===== config.mk =====
export PLATFORM = sky130hd
export DESIGN_NAME = fct_ctrl
export DESIGN_NICKNAME = d
export VERILOG_FILES = /design/src/design/fct_pkg.sv /design/src/design/fct_ctrl.sv
export SDC_FILE = /design/constraint.sdc
export NUM_CORES = 1
export LEC_CHECK = 0
export BUFFER_PORTS_ARGS = -buffer_cell sky130_fd_sc_hd__buf_2
export CAP_MARGIN = 20
export CORE_UTILIZATION = 35
export CTS_BUF_LIST = sky130_fd_sc_hd__clkbuf_4
export DETAILED_ROUTE_END_ITERATION = 16
export PLACE_DENSITY = 0.55
export SYNTH_ARGS = -nofsm -noshare
export SYNTH_HDL_FRONTEND = slang
export SYNTH_SLANG_ARGS = --single-unit

===== constraint.sdc =====
create_clock -name clk -period 1.85 [get_ports clk]
set_input_delay 0.37 -clock clk [delete_from_list [all_inputs] [get_ports clk]]
set_output_delay 0.37 -clock clk [all_outputs]
set_load 0.01 [all_outputs]

===== src/design/fct_pkg.sv =====
`default_nettype none
package fct_pkg;

  // The table size must be a power of two.
  localparam int TABLE_ENTRIES = 1024;
  localparam int PROBE_LIMIT = 8;
  localparam int IDX_W = $clog2(TABLE_ENTRIES);
  localparam int PROBE_W = $clog2(PROBE_LIMIT + 1);

  localparam logic [15:0] ETH_HDR_LEN = 16'd14;
  localparam logic [3:0] IP_VERSION_FOUR = 4'd4;
  localparam logic [7:0] PROTO_TCP = 8'd6;
  localparam logic [7:0] PROTO_UDP = 8'd17;

  localparam logic [2:0] ST_HIT = 3'd0;
  localparam logic [2:0] ST_NEW = 3'd1;
  localparam logic [2:0] ST_NOT_IPV4 = 3'd2;
  localparam logic [2:0] ST_NOT_L4 = 3'd3;
  localparam logic [2:0] ST_TRUNC = 3'd4;
  localparam logic [2:0] ST_FULL = 3'd5;

  typedef struct packed {
    logic valid;
    logic [63:0] addr_key;
    logic [39:0] port_proto_key;
    logic [31:0] packets;
    logic [31:0] bytes;
  } slot_t;

  localparam int SLOT_W = $bits(slot_t);

  typedef struct packed {
    logic capture;
    logic clr;
    logic [IDX_W-1:0] clr_addr;
    logic probe_first;
    logic probe_next;
    logic commit;
    logic fail_pre;
    logic fail_full;
  } ctl_cmd_t;

  typedef struct packed {
    logic pre_ok;
    logic slot_empty;
    logic slot_hit;
  } dp_stat_t;

endpackage
`default_nettype wire


===== src/design/fct_ctrl.sv =====
`default_nettype none
module fct_ctrl import fct_pkg::*; (
  input wire logic clk,
  input wire logic rst,
  input wire logic in_valid,
  input wire logic in_last,
  output logic in_ready,
  output logic out_valid,
  input wire logic out_ready,
  output ctl_cmd_t cmd,
  input wire dp_stat_t stat
);
  localparam logic [2:0] S_CLEAR = 3'd0;
  localparam logic [2:0] S_IDLE = 3'd1;
  localparam logic [2:0] S_EVAL = 3'd2;
  localparam logic [2:0] S_CHECK = 3'd3;
  localparam logic [2:0] S_OUT = 3'd4;

  logic [2:0] state;
  logic [2:0] state_next;
  logic [IDX_W-1:0] clr_cnt;
  logic [PROBE_W-1:0] probe_cnt;

  assign in_ready = (state == S_IDLE);
  assign out_valid = (state == S_OUT);

  always_comb begin
    state_next = state;
    cmd = '0;
    cmd.clr_addr = clr_cnt;
    unique case (state)
      S_CLEAR: begin
        cmd.clr = 1'b1;
        if (clr_cnt == IDX_W'(TABLE_ENTRIES - 1)) state_next = S_IDLE;
      end
      S_IDLE: begin
        cmd.capture = in_valid;
        if (in_valid && in_last) state_next = S_EVAL;
      end
      S_EVAL: begin
        if (stat.pre_ok) begin
          cmd.probe_first = 1'b1;
          state_next = S_CHECK;
        end else begin
          cmd.fail_pre = 1'b1;
          state_next = S_OUT;
        end
      end
      S_CHECK: begin
        if (stat.slot_empty || stat.slot_hit) begin
          cmd.commit = 1'b1;
          state_next = S_OUT;
        end else if (probe_cnt == PROBE_W'(PROBE_LIMIT - 1)) begin
          cmd.fail_full = 1'b1;
          state_next = S_OUT;
        end else begin
          cmd.probe_next = 1'b1;
        end
      end
      S_OUT: begin
        if (out_ready) state_next = S_IDLE;
      end
      default: state_next = S_CLEAR;
    endcase
  end

  always_ff @(posedge clk) begin
    if (rst) begin
      state <= S_CLEAR;
      clr_cnt <= '0;
      probe_cnt <= '0;
    end else begin
      state <= state_next;
      if (cmd.clr) clr_cnt <= clr_cnt + 1'b1;
      if (cmd.probe_first) begin
        probe_cnt <= '0;
      end else if (cmd.probe_next) begin
        probe_cnt <= probe_cnt + 1'b1;
      end
    end
  end
endmodule
`default_nettype wire


After elaboration in Yosys (flattened, before gate mapping)
Cells that the tools add are included.
{"block": "totals", "reg_bits": 17, "word_cells": 40}
{"block": "op_classes", "n_addsub": 2, "eq_ne": 10, "muxes": 20, "n_reduce_logical": 5}
{"operator": "$mux 3", "n": 6}
{"operator": "$pmux 3 s5", "n": 1}
{"operator": "$mux 1", "n": 12}
{"operator": "$add 10x1->10 const B", "n": 1}
{"operator": "$eq 10x10->1 const B", "n": 1}
{"operator": "$eq 3x2->1 const B", "n": 2}
{"operator": "$add 4x1->4 const B", "n": 1}
{"operator": "$eq 4x3->1 const B", "n": 1}
{"operator": "$ne 2x1->1 const B", "n": 2}
{"operator": "$reduce_and 4->1", "n": 1}
{"operator": "$eq 3x1->1 const B", "n": 1}
{"operator": "$eq 3x3->1 const B", "n": 1}
{"operator": "$logic_not 3->1", "n": 1}
{"operator": "$ne 3x3->1 const B", "n": 1}
{"operator": "$mux 2", "n": 1}
{"operator": "$ne 2x2->1 const B", "n": 1}
{"operator": "$reduce_or 2->1", "n": 1}
{"operator": "$logic_and 1x1->1", "n": 1}
{"operator": "$logic_or 1x1->1", "n": 1}

Logic depth before layout (Yosys ltp)
Gate-level depths: netlist (run 1).
{"block": "logic_depth", "ltp_word": 4, "ltp_mapped": 6}

Worst setup path before layout (run 1)
Ideal clock, no wire load.
{"block": "synth_timing", "path_kind": "register to register", "start": "register state[2]", "end": "register clr_cnt[9]", "setup_ns": 0.121, "t_arrival_ns": 1.478, "setup_slack_ns": 0.251, "stages_incl_launch_ff": 6, "cell_sequence": "dfxtp_1 buf_6 or3_4 and4bb_4 nand3_2 mux2_4"}
{"block": "synth_between", "elab_chain_cells": 2}
{"item": "start, declared", "line": "fct_ctrl.sv:19", "text": "logic [2:0] state;"}
{"item": "start signal, assigned", "line": "fct_ctrl.sv:73", "text": "state <= state_next;"}
{"item": "$logic_not 3->1", "line": "fct_ctrl.sv:31", "text": "unique case (state)"}
{"item": "$mux 1", "line": "fct_ctrl.sv:31"}
{"item": "end signal, assigned", "line": "fct_ctrl.sv:74", "text": "if (cmd.clr) clr_cnt <= clr_cnt + 1'b1;"}
{"item": "end, declared", "line": "fct_ctrl.sv:21", "text": "logic [IDX_W-1:0] clr_cnt;"}
No other way between the ends.
A chain may end at the register's enable or synchronous reset.

==> reports/results.ini, run 1 <==
[status]
outcome=finished clean

[drt]
drt-met1-wl_um=867
dr_wl_met3_um=115
drt_wl_total_um=1690
avgRoutedWirePerCell_um=10.5
drc=0
drtPass1Iterations=4
vias=773
wl_met2_um=689
drtIter0Drc=4
drt.antenna.violating_nets=0
highest_layer=met4
via_per_inst=4.80

[sta]
drv_slew=0
hold_slack_ps=371
finalSetupTns_ps=0
fin_skew_ps=3.30
final-hold-violation-count=0
period_share_pct=93.8
rsz0062_at_grt=false
max_slew_margin_pct=78.5
fmax_mhz=576
final-setup-viol-count=0
tightest_slew_ps=321
finalCriticalPeriod_ps=1740

[clock_network]
cts.sinks=17
h-tree-depth=1
path_clk_slew_ps=90
cts_tree=done
clkLatencyLatePin_ps=280
clock-root-buffer=clkbuf_4
cts_setup_buffers=0
clock_path_buffers=2
numCtsBuffers=3

[setup_path]
r2r_setup_slack_ps=250
crit_type=flop to primary output
crit_fanout=9
crit_path_start_kind=flop
path_cells=or3_4, inv_2, buf_2
cpPeakStageDelay_ps=400
slowest_stage=or3_4
cp.required_ps=1480
critPathTopFamily=simple AND/OR/NAND/NOR gates
worstPathArrival_ps=1370
end_kind=primary output
cp.buffers_inverters=2

[global_route]
grt_pass1_wl_um=2770
grt_overflow=0
antenna_found_initial=0
grt_use_total_pct=13.7
grt_max_degree=18
grt_pass1_vias=688

[synth]
yosys.area_share.simple_pct=34.3
syn_inst=105
synth_top_family_by_area=simple AND/OR/NAND/NOR gates
syn_nets=115
synth.distinct_cells=39
yosys_warnings=0
yosysSeqAreaShare_pct=36.9
synthArstFlopShare_pct=0
synth_compound_area_share_pct=6.64
synthAdderAreaFrac_pct=2.71
synth_area_per_cell_um2=8.79
synthMuxAreaShare_pct=7.05
synth_xor_xnor_area_share_pct=8.54
ys_ff_latch=17
synth_top_flop_cell=dfxtp_1
synth_area_um2=923
synth_edf_count=0

[power]
peakVddDrop_uv=413
pwr-share-seq_pct=60.7
p_clk_share_pct=32.4
p_sw_mw=0.132
power.leakage_nw=0.516
power.internal_mw=0.489
p_total_mw=0.621
switching_share_pct=21.2
power.density_nw_per_um2=564
p_comb_share_pct=7.0

[place]
dp_hpwl_um=1280
gp_congestion=0.749
io_buffers=26

[die]
core_area_um2=2480
fp.dieArea_um2=2850
num_rows=18
dieHeight_um=53.4
die_w_um=53.4
initial_core_util_pct=37.3
io_pins=27

[finish]
mostFrequentLayoutCells=buf_2 (26), nor2_1 (19), dfxtp_1 (14)
n_fill_cell=253
area_growth_pct=19.1
drive_gt1_share_pct=33.6
nNetsFinal=142
final_common_cell=buf_2
antenna_cells=0

[flow_run]
cap_violations=0

[min_path]
min_path_type=input port to flop

==> flip-flops by register name, summed over array words and instances (netlist names) <==
name / cells
state: 3
clr_cnt: 10
probe_cnt: 4
==> path summary, 6_finish.rpt <==
kind                              startpoint  depth (start not counted)      endpoint
worst min-delay path               out_ready                          4      state[2]
worst min register to register  probe_cnt[3]                          2  probe_cnt[3]
worst max-delay path                state[2]                          3       cmd[15]
worst max register to register      state[2]                          4    clr_cnt[9]
==> tightest hold or removal path: stages <==
cell and delay, ps:
buf_2 90, nor2_1 40, nand2_1 50, o21ai_0 70
==> routing by layer <==
layer	GRT usage (%)	vias up
li1	-	411
met1	16.3	335
met2	22.5	24
met3	3.45	3
met4	6.58	0
met5	0	-
==> logic make-up (layout without fill, tap and decap cells) <==
logic type,count (synthesis),after routing
multiplexers,6,6
AND/OR/NAND/NOR,54,54
flip-flops,17,17
adder cells (fa/ha/maj),2,2
XOR/XNOR,9,9
buffers and inverters,7,33
AO/OA/AOI/OAI,10,10
==> area by class of cell <==
class	instances	area, um2	share of cell area, %
sequential	17	344	31.3
multi-input combinational	81	547	49.7
inverter	3	11.3	1.02
tap	30	37.5	3.41
timing repair buffer	26	130	11.8
clock buffer	4	30.0	2.73
==> synth_stat cells (all sizes together) (2+ instances only) <==
| cell | n | area (um2) |
|---|---|---|
| xor2 | 7 | 61.3 |
| and4bb | 2 | 28.8 |
| inv | 3 | 11.3 |
| buf | 2 | 16.3 |
| xnor2 | 2 | 17.5 |
| nor3b | 3 | 22.5 |
| nor2 | 19 | 71.3 |
| nand3 | 7 | 45.0 |
| clkbuf | 2 | 8.75 |
| dfxtp | 17 | 340 |
| o21ai | 4 | 20.0 |
| nand2 | 5 | 18.8 |
| ha | 2 | 25.0 |
| mux2i | 5 | 50.1 |
| and2 | 4 | 25.0 |
| a21oi | 2 | 10.0 |
| nand4 | 3 | 18.8 |
| or3 | 2 | 17.5 |
==> per-stage QoR <==
stage / utilization (%) / instances / area (um2) / setup slack, ps
final: 44.4 / 161 / 1100 / 114
after global routing: 44.4 / 161 / 1100 / 15.4
after global placement: 43.0 / 157 / 1070 / 264
after CTS: 44.2 / 161 / 1100 / 3.38
after detailed placement: 43.0 / 157 / 1070 / 226
after floorplan: - / 105 / 923 / 251
==> power groups by stage <==
stage / clock network, mW / logic [mW] / registers (mW)
final: 0.201 / 0.0433 / 0.377
after global routing: 0.231 / 0.0494 / 0.378
after CTS: 0.213 / 0.0441 / 0.377
after detailed placement: 0 / 0.0439 / 0.385
after global placement: 0 / 0.0432 / 0.385
after floorplan: 0 / 0.0240 / 0.388
==> repair_timing <==
item / 4_1_cts / 5_1_grt
hold endpoints to repair: 0 / 0
hold buffers: 0 / 0
endpoints found under the setup margin: 0 / 3
gates resized for setup: 0 / 3
(Power assumes the default switching activity.)
==> inputs of run 2 (changes only) <==
--- a/config.mk
+++ b/config.mk
@@ -11,6 +11,7 @@
 export CTS_BUF_LIST = sky130_fd_sc_hd__clkbuf_4
 export DETAILED_ROUTE_END_ITERATION = 16
 export PLACE_DENSITY = 0.55
+export RECOVER_POWER = 100
 export SYNTH_ARGS = -nofsm -noshare
 export SYNTH_HDL_FRONTEND = slang
 export SYNTH_SLANG_ARGS = --single-unit
==> reports/results.ini, run 2 (synthesized netlist as in run 1, its figures left out) <==
[die]
core_area_um2=2480  ; unchanged
initial_core_util_pct=37.3  ; unchanged
dieHeight_um=53.4  ; unchanged
num_rows=18  ; unchanged
io_pins=27  ; unchanged
die_w_um=53.4  ; unchanged
fp.dieArea_um2=2850  ; unchanged

[setup_path]
end_kind=primary output
crit_path_start_kind=flop
cpPeakStageDelay_ps=420  ; +20 ps
crit_type=flop to primary output
worstPathArrival_ps=1400  ; +30 ps
cp.required_ps=1480  ; about the same
slowest_stage=or3_1
path_cells=or3_1, inv_2, clkbuf_2
crit_fanout=9  ; unchanged

[drt]
drt.antenna.violating_nets=0  ; unchanged
drtPass1Iterations=2  ; -2
drc=0  ; unchanged
drtIter0Drc=3  ; -1
vias=770  ; -0.39%
drt_wl_total_um=1690  ; about the same
avgRoutedWirePerCell_um=10.5  ; about the same
via_per_inst=4.78  ; -0.39%

[power]
peakVddDrop_uv=418  ; +1.1%
power.leakage_nw=0.454  ; -12%
power.density_nw_per_um2=580  ; +2.8%
p_total_mw=0.621  ; about the same

[global_route]
grt_use_total_pct=13.7  ; unchanged
grt_max_degree=18  ; unchanged
grt_pass1_wl_um=2770  ; unchanged
antenna_found_initial=0  ; unchanged
grt_pass1_vias=688  ; unchanged
grt_overflow=0  ; unchanged

[sta]
tightest_slew_ps=311  ; -10.5 ps
finalSetupTns_ps=0  ; unchanged
drv_slew=0  ; unchanged
timing.final.ws_setup_ps=80.2  ; -34.1 ps
rsz0062_at_grt=false
fin_skew_ps=6.63  ; +3.34 ps
final-setup-viol-count=0  ; unchanged
finalCriticalPeriod_ps=1770  ; +34.1 ps
period_share_pct=95.7  ; +1.8 points
fmax_mhz=565  ; -1.9%
max_slew_margin_pct=79.2  ; +0.70 points
final-hold-violation-count=0  ; unchanged

[clock_network]
cts_tree=done
cts_resized=0  ; unchanged
h-tree-depth=1  ; unchanged
cts.sinks=17  ; unchanged
clock_path_buffers=2  ; unchanged
cts_setup_buffers=0  ; unchanged
clock-root-buffer=clkbuf_4
numCtsBuffers=3  ; unchanged
path_clk_slew_ps=90  ; about the same
clkLatencyLatePin_ps=280  ; about the same
holdBufCountCts=0  ; unchanged

[finish]
mostFrequentLayoutCells=nor2_1 (19), clkbuf_1 (15), dfxtp_1 (14)
instances_no_fill=161  ; unchanged
antenna_cells=0  ; unchanged
nNetsFinal=142  ; unchanged
final_common_cell=nor2_1
area_growth_pct=16.0
drive_gt1_share_pct=20.6  ; -13 points
largest_register_ffs=10  ; unchanged
regMostFlops=clr_cnt
top_regs=clr_cnt: 10 flops, probe_cnt: 4 flops, state: 3 flops
final_cell_area_um2=1070  ; -2.6%

[place]
io_buffers=26  ; unchanged
gp_congestion=0.749  ; unchanged
place_area_um2=1070  ; unchanged
dp_hpwl_um=1280  ; unchanged
pre_cts_ws_ps=226  ; unchanged
dp_cells=157  ; unchanged

[flow_run]
cap_violations=0  ; unchanged

[status]
outcome=finished clean

[min_path]
min_path_type=input port to flop

==> run 2: cell types whose count changed in the layout (fill, tap and decap cells not counted) <==
cell      previous run  this run
and2_0               1         2
and2_1               3         2
or3_4                1         0
buf_2               26        10
nand3_2              2         1
or3_1                1         2
clkbuf_2             0         1
clkbuf_1             0        15
nand3_1              5         6
==> run 2: metrics by stage <==
step           hold WS [ps]  utilization (%)
5_1_grt                 402             43.2
3_3_place_gp            480             43.0
2_1_floorplan           463                -
6_report                370             43.2
4_1_cts                 378             44.2
3_5_place_dp            491             43.0
==> run 2: path summary, 6_finish.rpt <==
check                             startpoint           end  slack [ps]  cells after the start
worst max register to register      state[2]    clr_cnt[9]         200                      4
worst min register to register  probe_cnt[3]  probe_cnt[3]         500                      2
worst max-delay path                state[2]       cmd[15]          80                      3
worst min-delay path               out_ready      state[2]         370                      4
==> run 2: area by class of cell <==
| class | count | area (um2) |
|---|---|---|
| multi-input cells | 81 | 537 |
| well taps | 30 | 37.5 |
| flip-flops and latches | 17 | 344 |
| fillers | 261 | 1410 |
| clock buffers | 4 | 30.0 |
| repair buffers | 26 | 111 |
| inverters | 3 | 11.3 |
==> run 2: layer usage <==
metal	GRT usage, %	part of all wire [%]	vias to the layer above
li1	-	-	412
met3	3.45	6.7	5
met2	22.5	40	22
met1	16.3	51	331
met4	6.58	1.8	0
met5	0	0	-
==> run 2: report_power, final <==
| part | total [mW] | internal, mW | switching, mW |
|---|---|---|---|
| registers | 0.377 | 0.371 | 0.00541 |
| clock network | 0.203 | 0.0983 | 0.104 |
| logic | 0.0417 | 0.0177 | 0.0240 |
| total | 0.621 | 0.487 | 0.134 |
==> run 2: worst max-delay path, delay by kind of cell, from the launching register on <==
kind	cells	cell delay, ps
and+or+nand+nor	1	420
DFF	1	370
buffers and inverters	2	330
